[config.mk]
export PLATFORM = sky130hd
export DESIGN_NAME = k_sorted_stream_heap_sorter_top
export DESIGN_NICKNAME = d
export VERILOG_FILES = /design/src/design/kssh_pkg.sv /design/src/design/k_sorted_stream_heap_sorter_top.sv /design/src/design/kssh_cell.sv
export SDC_FILE = /design/constraint.sdc
export NUM_CORES = 2
export LEC_CHECK = 0
export ABC_AREA = 1
export BUFFER_PORTS_ARGS = -buffer_cell sky130_fd_sc_hd__clkbuf_2
export CAP_MARGIN = 20
export CORE_ASPECT_RATIO = 1.75
export CORE_MARGIN = 4
export CORE_UTILIZATION = 60
export CTS_BUF_LIST = sky130_fd_sc_hd__clkbuf_4 sky130_fd_sc_hd__clkbuf_8 sky130_fd_sc_hd__clkbuf_16
export DETAILED_ROUTE_END_ITERATION = 10
export MAX_ROUTING_LAYER = met4
export PLACE_DENSITY_LB_ADDON = 0.05
export SYNTH_ARGS = -nofsm -noshare
export SYNTH_HDL_FRONTEND = slang
export SYNTH_SLANG_ARGS = --single-unit
export TNS_END_PERCENT = 50
[constraint.sdc]
create_clock -name clock -period 31.1 [get_ports clock]
set_input_delay 3.11 -clock clock [delete_from_list [all_inputs] [get_ports clock]]
set_output_delay 3.11 -clock clock [all_outputs]
set_load 0.005 [all_outputs]
[src/design/kssh_pkg.sv]
`default_nettype none
// ----------------------------------------------------------------------------
// kssh_pkg - shared types for the k-sorted stream sorter
// Payload structs, the link between neighbouring sort cells, cell operations
// and controller states.
// ----------------------------------------------------------------------------
package kssh_pkg;

   localparam int unsigned MAX_WINDOW_DEF = 16;
   localparam int unsigned DATA_W         = 32;
   localparam int unsigned BOUND_W        = 4;

   typedef struct packed {
      logic signed [DATA_W-1:0] sample_value;
      logic                     end_of_stream;
   } req_payload_type;

   typedef struct packed {
      logic signed [DATA_W-1:0] sorted_value;
      logic                     final_result;
   } rsp_payload_type;

   // what a cell shows its neighbours
   typedef struct packed {
      logic                     valid;
      logic                     le;      // valid and value <= incoming sample
      logic signed [DATA_W-1:0] value;
   } cell_link_type;

   typedef enum logic [1:0] {
      OP_HOLD,
      OP_INSERT,
      OP_POP_INSERT,
      OP_SHIFT
   } cell_op_type;

   typedef enum logic {
      ST_STREAM,
      ST_FLUSH
   } state_type;

endpackage : kssh_pkg
`default_nettype wire

[src/design/k_sorted_stream_heap_sorter_top.sv]
`default_nettype none
// ----------------------------------------------------------------------------
// k_sorted_stream_heap_sorter_top - sorter for streams displaced by at most K
// Keeps a window of K+1 values in a chain of sorted cells and releases the
// smallest once the window is full.
// ----------------------------------------------------------------------------
// Usage: program K through csr_wr_en/csr_wr_data while idle, then stream
// values in. The first K+1 transactions are only stored; each later one
// returns the current minimum in the cycle after acceptance. A transaction
// flagged end_of_stream is stored (after any pop) and then the whole window
// drains, the last value flagged final_result; no input is taken during the
// drain. Streaming takes one transaction and the drain one value per cycle
// while the result side keeps up, set by the single compare-and-select step
// in every cell; the drain releases every value held (up to K+1, at most
// MAX_WINDOW). Lowering K mid-stream keeps the fill level where it is.
// ----------------------------------------------------------------------------
module k_sorted_stream_heap_sorter_top #(
   parameter int unsigned MAX_WINDOW = kssh_pkg::MAX_WINDOW_DEF
) (
   input  wire                                  clock,
   input  wire                                  reset,
   input  wire                                  req_valid,
   output logic                                 req_ready,
   input  kssh_pkg::req_payload_type            req_payload,
   output logic                                 rsp_valid,
   input  wire                                  rsp_ready,
   output kssh_pkg::rsp_payload_type            rsp_payload,
   input  wire                                  csr_wr_en,
   input  wire  [kssh_pkg::BOUND_W-1:0]         csr_wr_data
);
   import kssh_pkg::*;

   localparam int unsigned CNT_W = $clog2(MAX_WINDOW + 1);
   localparam int unsigned WIN_W = (CNT_W > BOUND_W + 1) ? CNT_W : BOUND_W + 1;

   // configuration
   logic [BOUND_W-1:0] bound_ff;

   always_ff @(posedge clock) begin
      if (reset) begin
         bound_ff <= '0;
      end else if (csr_wr_en) begin
         bound_ff <= csr_wr_data;
      end
   end

   // control
   state_type         state_ff, state_in;
   logic [CNT_W-1:0]  count_ff, count_in;
   logic [WIN_W-1:0]  window;
   logic [WIN_W-1:0]  bound_plus;
   logic              window_full;
   logic              out_free;
   logic              accept;
   logic              emit;
   logic              emit_final;
   cell_op_type       op;

   logic              rsp_valid_ff, rsp_valid_in;
   rsp_payload_type   rsp_data_ff, rsp_data_in;

   cell_link_type     link [MAX_WINDOW];

   assign bound_plus  = WIN_W'(bound_ff) + WIN_W'(1);
   assign window      = (bound_plus > WIN_W'(MAX_WINDOW)) ? WIN_W'(MAX_WINDOW) : bound_plus;
   assign window_full = WIN_W'(count_ff) >= window;
   assign out_free    = !rsp_valid_ff || rsp_ready;
   assign accept      = req_valid && req_ready;

   // next state
   always_comb begin
      state_in = state_ff;
      case (state_ff)
         ST_STREAM: begin
            if (accept && req_payload.end_of_stream) begin
               state_in = ST_FLUSH;
            end
         end
         ST_FLUSH: begin
            if (out_free && (count_ff == CNT_W'(1))) begin
               state_in = ST_STREAM;
            end
         end
         default: begin
            state_in = ST_STREAM;
         end
      endcase
   end

   // outputs of the controller
   always_comb begin
      req_ready  = 1'b0;
      op         = OP_HOLD;
      emit       = 1'b0;
      emit_final = 1'b0;
      count_in   = count_ff;
      case (state_ff)
         ST_STREAM: begin
            req_ready = out_free;
            if (accept) begin
               if (window_full) begin
                  op   = OP_POP_INSERT;
                  emit = 1'b1;
               end else begin
                  op       = OP_INSERT;
                  count_in = count_ff + CNT_W'(1);
               end
            end
         end
         ST_FLUSH: begin
            if (out_free) begin
               op         = OP_SHIFT;
               emit       = 1'b1;
               emit_final = (count_ff == CNT_W'(1));
               count_in   = count_ff - CNT_W'(1);
            end
         end
         default: begin
            req_ready = 1'b0;
         end
      endcase
   end

   always_ff @(posedge clock) begin
      if (reset) begin
         state_ff <= ST_STREAM;
         count_ff <= '0;
      end else begin
         state_ff <= state_in;
         count_ff <= count_in;
      end
   end

   // output register; the head of the chain is always the value released
   always_comb begin
      rsp_valid_in = rsp_valid_ff;
      rsp_data_in  = rsp_data_ff;
      if (emit) begin
         rsp_valid_in             = 1'b1;
         rsp_data_in.sorted_value = link[0].value;
         rsp_data_in.final_result = emit_final;
      end else if (rsp_ready) begin
         rsp_valid_in = 1'b0;
      end
   end

   always_ff @(posedge clock) begin
      if (reset) begin
         rsp_valid_ff <= 1'b0;
      end else begin
         rsp_valid_ff <= rsp_valid_in;
      end
      rsp_data_ff <= rsp_data_in;
   end

   assign rsp_valid   = rsp_valid_ff;
   assign rsp_payload = rsp_data_ff;

   // cell chain
   localparam cell_link_type LEFT_EDGE  = '{valid: 1'b1, le: 1'b1, value: '0};
   localparam cell_link_type RIGHT_EDGE = '{valid: 1'b0, le: 1'b0, value: '0};

   for (genvar i = 0; i < MAX_WINDOW; i++) begin : g_cell
      cell_link_type left_link;
      cell_link_type right_link;

      if (i == 0) begin : g_head
         assign left_link = LEFT_EDGE;
      end else begin : g_body
         assign left_link = link[i-1];
      end

      if (i == MAX_WINDOW - 1) begin : g_tail
         assign right_link = RIGHT_EDGE;
      end else begin : g_inner
         assign right_link = link[i+1];
      end

      kssh_cell u_cell (
         .clock    (clock),
         .reset    (reset),
         .op_i     (op),
         .head_i   (i == 0),
         .sample_i (req_payload.sample_value),
         .left_i   (left_link),
         .right_i  (right_link),
         .self_o   (link[i])
      );

      if (i < MAX_WINDOW - 1) begin : g_chk
         // chain stays ascending and filled from the head
         a_sorted: assert property (@(posedge clock) disable iff (reset)
            link[i+1].valid |-> (link[i].valid &&
                                 ($signed(link[i].value) <= $signed(link[i+1].value))))
            else $error("cell chain out of order");
      end
   end

   a_count_bound: assert property (@(posedge clock) disable iff (reset)
      count_ff <= CNT_W'(MAX_WINDOW))
      else $error("fill level beyond window storage");

   a_flush_nonempty: assert property (@(posedge clock) disable iff (reset)
      (state_ff == ST_FLUSH) |-> (count_ff != '0))
      else $error("drain with empty window");

   a_final_empty: assert property (@(posedge clock) disable iff (reset)
      (rsp_valid_ff && rsp_data_ff.final_result) |-> (count_ff == '0))
      else $error("final value released with values left");

endmodule : k_sorted_stream_heap_sorter_top
`default_nettype wire

[src/design/kssh_cell.sv]
`default_nettype none
// ----------------------------------------------------------------------------
// kssh_cell - one slot of the sorted cell chain
// Holds one value of the window. The chain is kept in ascending order from
// the head; each cell picks its next value from itself, a neighbour or the
// broadcast sample.
// ----------------------------------------------------------------------------
module kssh_cell (
   input  wire                          clock,
   input  wire                          reset,
   input  kssh_pkg::cell_op_type        op_i,
   input  wire                          head_i,
   input  wire signed [kssh_pkg::DATA_W-1:0] sample_i,
   input  kssh_pkg::cell_link_type      left_i,
   input  kssh_pkg::cell_link_type      right_i,
   output kssh_pkg::cell_link_type      self_o
);
   import kssh_pkg::*;

   logic                     valid_ff, valid_in;
   logic signed [DATA_W-1:0] value_ff, value_in;
   logic                     le_self;
   logic                     gt_self;
   logic                     gt_left;

   assign le_self = valid_ff && ($signed(value_ff) <= $signed(sample_i));
   assign gt_self = valid_ff && !le_self;
   assign gt_left = left_i.valid && !left_i.le;

   always_comb begin
      valid_in = valid_ff;
      value_in = value_ff;
      case (op_i)
         OP_INSERT: begin
            // sample slots in after the last entry not above it
            valid_in = left_i.valid;
            if (le_self) begin
               value_in = value_ff;
            end else if (gt_left) begin
               value_in = left_i.value;
            end else begin
               value_in = sample_i;
            end
         end
         OP_POP_INSERT: begin
            // head leaves, chain moves towards the head, sample slots in
            if (right_i.le) begin
               value_in = right_i.value;
            end else if (!head_i && gt_self) begin
               value_in = value_ff;
            end else begin
               value_in = sample_i;
            end
         end
         OP_SHIFT: begin
            valid_in = right_i.valid;
            value_in = right_i.value;
         end
         default: begin
            valid_in = valid_ff;
            value_in = value_ff;
         end
      endcase
   end

   always_ff @(posedge clock) begin
      if (reset) begin
         valid_ff <= 1'b0;
      end else begin
         valid_ff <= valid_in;
      end
      value_ff <= value_in;
   end

   assign self_o.valid = valid_ff;
   assign self_o.le    = le_self;
   assign self_o.value = value_ff;

endmodule : kssh_cell
`default_nettype wire
==> results.sh <==
export IMPL_ctsHoldBuffers=0
export IMPL_timing_final_crit_share=0.248
export IMPL_area_growth_pct=5.32
export IMPL_cp_slowest_cell="nand2_1"
export IMPL_layout_setup_ws_ns=23.38
export IMPL_netlist_area_mm2=0.0518
export IMPL_synth_most_common_cell="nand3_1"
export IMPL_die_area_mm2=0.0913
export IMPL_drv_cap=0
export IMPL_status="complete, no violations"
export IMPL_track_usage=0.382
export IMPL_p_per_area_mw_per_mm2=80.2
export IMPL_finClkSkew_ns=0.0265
export IMPL_pwr_share_seq=0.353
export IMPL_cp_max_fo=34
export IMPL_fin_crit_ns=7.72
export IMPL_clkPwrFrac=0.186
export IMPL_setup_viol=0
export IMPL_leakagePower_nw=24.5
export IMPL_ys_warn_count=0
export IMPL_grt_max_degree=176
export IMPL_worst_pin_slew_ns=1.12
export IMPL_cts_tree="yes"
export IMPL_clock_sinks=572
export IMPL_synth_distinct_cells=49
export IMPL_rsz0062_at_grt="no"
export IMPL_path_buf_inv=4
export IMPL_cts_buffers=66
export IMPL_nFillCells=7895
export IMPL_grt_busiest_layer="met2"
export IMPL_drt_iter0_markers=4706
export IMPL_vias_per_cell=6.29
export IMPL_grt_pass1_wl_mm=271
export IMPL_hold_path_class="flip-flop to flip-flop"
export IMPL_clock_tree_root_cell="clkbuf_16"
export IMPL_p_switching_mw=2.03
export IMPL_dieWidth_um=230
export IMPL_ys_flop_type="edfxtp_1"
export IMPL_finalSetupTns_ns=0
export IMPL_crit_type="primary input to flip-flop"
export IMPL_netlist_top_cells_count="nand3_1 (1989), nand2_1 (1788), edfxtp_1 (545)"
export IMPL_die_h_um=397
export IMPL_cts_buffer_depth=3
export IMPL_synth_ff_latch_count=572
export IMPL_ys_seq_area_frac=0.326
export IMPL_pin_count=77
export IMPL_htreeDepth=3
export IMPL_finalWeightedCongestion=0.913
export IMPL_synthCells=7194
export IMPL_placementRows=142
export IMPL_first_pass_iters=6
export IMPL_layout_drive_gt1_share=0.0576
export IMPL_synth_top_area_share=0.316
export IMPL_max_stage_delay_ns=0.96
export IMPL_finalNetCount=7510
export IMPL_slew_viol_final=0
export IMPL_path_delay_family="simple AND/OR/NAND/NOR gates"
export IMPL_use_met2=0.677
export IMPL_combPwrFrac=0.462
export IMPL_slew_headroom=0.251
export IMPL_max_clock_freq_mhz=130
export IMPL_clk_latency_ns=0.67
export IMPL_core_mm2=0.0856
export IMPL_synth_largest_area_cell="edfxtp_1"
export IMPL_crit_chain="clkbuf_2, inv_1, ha_1, nand2_1, inv_1, nand3_1, nor3_1, nand2_1, nand2_1, nand2_1, nand3_1, nand3_2, nand2_1, buf_4, nand3_1, nand3_1, nand3_1"
export IMPL_critPathArrivalTime_ns=8.13
export IMPL_multi_input_area_mm2=0.0311
export IMPL_synthTopCellsByArea="edfxtp_1 (32%), nand3_1 (19%), nand2_1 (13%), ha_1 (13%), nand4_1 (4.8%)"
export IMPL_grt_overflow=0
export IMPL_ir_drop_uv=83.3
export IMPL_final_hold_viol_count=0
export IMPL_cts_resized=0
export IMPL_dr_total_vias=51300
export IMPL_hpwl_mm=129
export IMPL_grtUsageMet3=0.0399
export IMPL_syn_avg_cell_area_um2=7.20
export IMPL_register_area_mm2=0.0169
export IMPL_drc_errors=0
export IMPL_antenna_found_initial=5
export IMPL_critPathLaunchType="primary input"
export IMPL_post_place_ws_ns=22.78
export IMPL_synth_edf_count=545
export IMPL_place_port_buffers=76
export IMPL_endpoint_kind="flip-flop"
export IMPL_switching_share=0.464
export IMPL_wirelength_mm=176
export IMPL_clk_pin_slew_worst_paths_ns=0.06
export IMPL_crit_required_ns=31.51
export IMPL_met1_usage=0.383
export IMPL_synthesis_nets=7757
export IMPL_p_int_mw=2.35
export IMPL_grt_pass1_vias=49700
export IMPL_drtAntennaViolNets=0
export IMPL_postCtsSetupBuffers=0
export IMPL_async_flop_share=0
export IMPL_avgRoutedWirePerCell_um=21.5
export IMPL_start_util=0.605
## layout make-up
class                           instances  share of cell area
Sequential cell                       572               0.310
Clock buffer                           94              0.0353
Multi-Input combinational cell       5658               0.569
Tap cell                             1152              0.0264
Timing Repair Buffer                  191              0.0230
Clock inverter                         26             0.00417
Inverter                              458              0.0318
Antenna cell                            5            0.000229
## sequential cells by signal (all words and copies together) (netlist names)
signal,cells
g_cell.u_cell.value_ff,512
rsp_payload,33
g_cell.u_cell.valid_ff,16
count_ff,5
bound_ff,4
rsp_valid,1
state_ff,1
## path summary, 6_finish.rpt
path / startpoint / endpoint / slack (ns) / cells after the start
max: req_payload[16] / g_cell[14].u_cell.value_ff[5]$_DFFE_PP_ / 23.38 / 17
max reg2reg: bound_ff[1]$_SDFFE_PP0P_ / g_cell[13].u_cell.value_ff[2]$_DFFE_PP_ / 24.91 / 14
min reg2reg: g_cell[0].u_cell.value_ff[4]$_DFFE_PP_ / rsp_payload[5]$_DFFE_PN_ / 0.51 / 0
min: g_cell[0].u_cell.value_ff[4]$_DFFE_PP_ / rsp_payload[5]$_DFFE_PN_ / 0.51 / 0
## per-layer routing
| layer | routed length, um | up-vias |
|---|---|---|
| met5 | 0 | - |
| met4 | 15300 | 0 |
| met3 | 10100 | 734 |
| met2 | 90000 | 2270 |
| met1 | 60100 | 23500 |
| li1 | - | 24900 |
## cell usage in the layout (no fill, tap or decap), types with 21 or more instances in the layout
cell,synthesis,layout
dfxtp_1,27,27
o21ai_0,113,113
o21a_1,30,30
or2_1,145,145
clkbuf_4,0,21
nor2_1,166,165
or2_2,33,33
o21ai_1,35,35
clkbuf_2,5,76
nand4_1,399,399
inv_1,447,445
nand2_1,1788,1787
nand2_2,21,22
edfxtp_1,545,545
a21oi_1,272,271
a21o_1,26,26
nand3_1,1989,1986
buf_4,7,114
nand3b_1,41,41
ha_1,521,521
clkbuf_16,0,68
## power by group through the flow
stage               logic (mW)  clock network [mW]  registers (mW)
floorplan                 1.46                   0            1.49
global placement          1.93                   0            1.54
detailed placement        1.99                   0            1.55
CTS                       2.00               0.821            1.54
global route              2.25               0.851            1.58
finish                    2.02               0.813            1.54
## cell families (layout without fill, tap and decap cells)
group	count (synthesis)	in the layout	synth area share
AOI/OAI and AO/OA	495	495	0.0515
DFF	572	572	0.326
adders and majority gates	521	521	0.126
and+or+nand+nor	4640	4640	0.421
buffers and inverters	964	769	0.0750
other	0	5	0
xor gates and xnor gates	2	2	0.000338
## through the flow
step	hold WS, ns	cell area [um^2]	power, mW	util	std cells
2_1_floorplan	0.426	51800	2.95	-	7194
3_3_place_gp	0.480	52400	3.48	0.612	8031
3_5_place_dp	0.493	52400	3.54	0.612	8031
4_1_cts	0.507	54600	4.35	0.637	8151
5_1_grt	0.522	54600	4.68	0.637	8156
6_report	0.508	54600	4.38	0.637	8156
(Power assumes the default switching activity.)
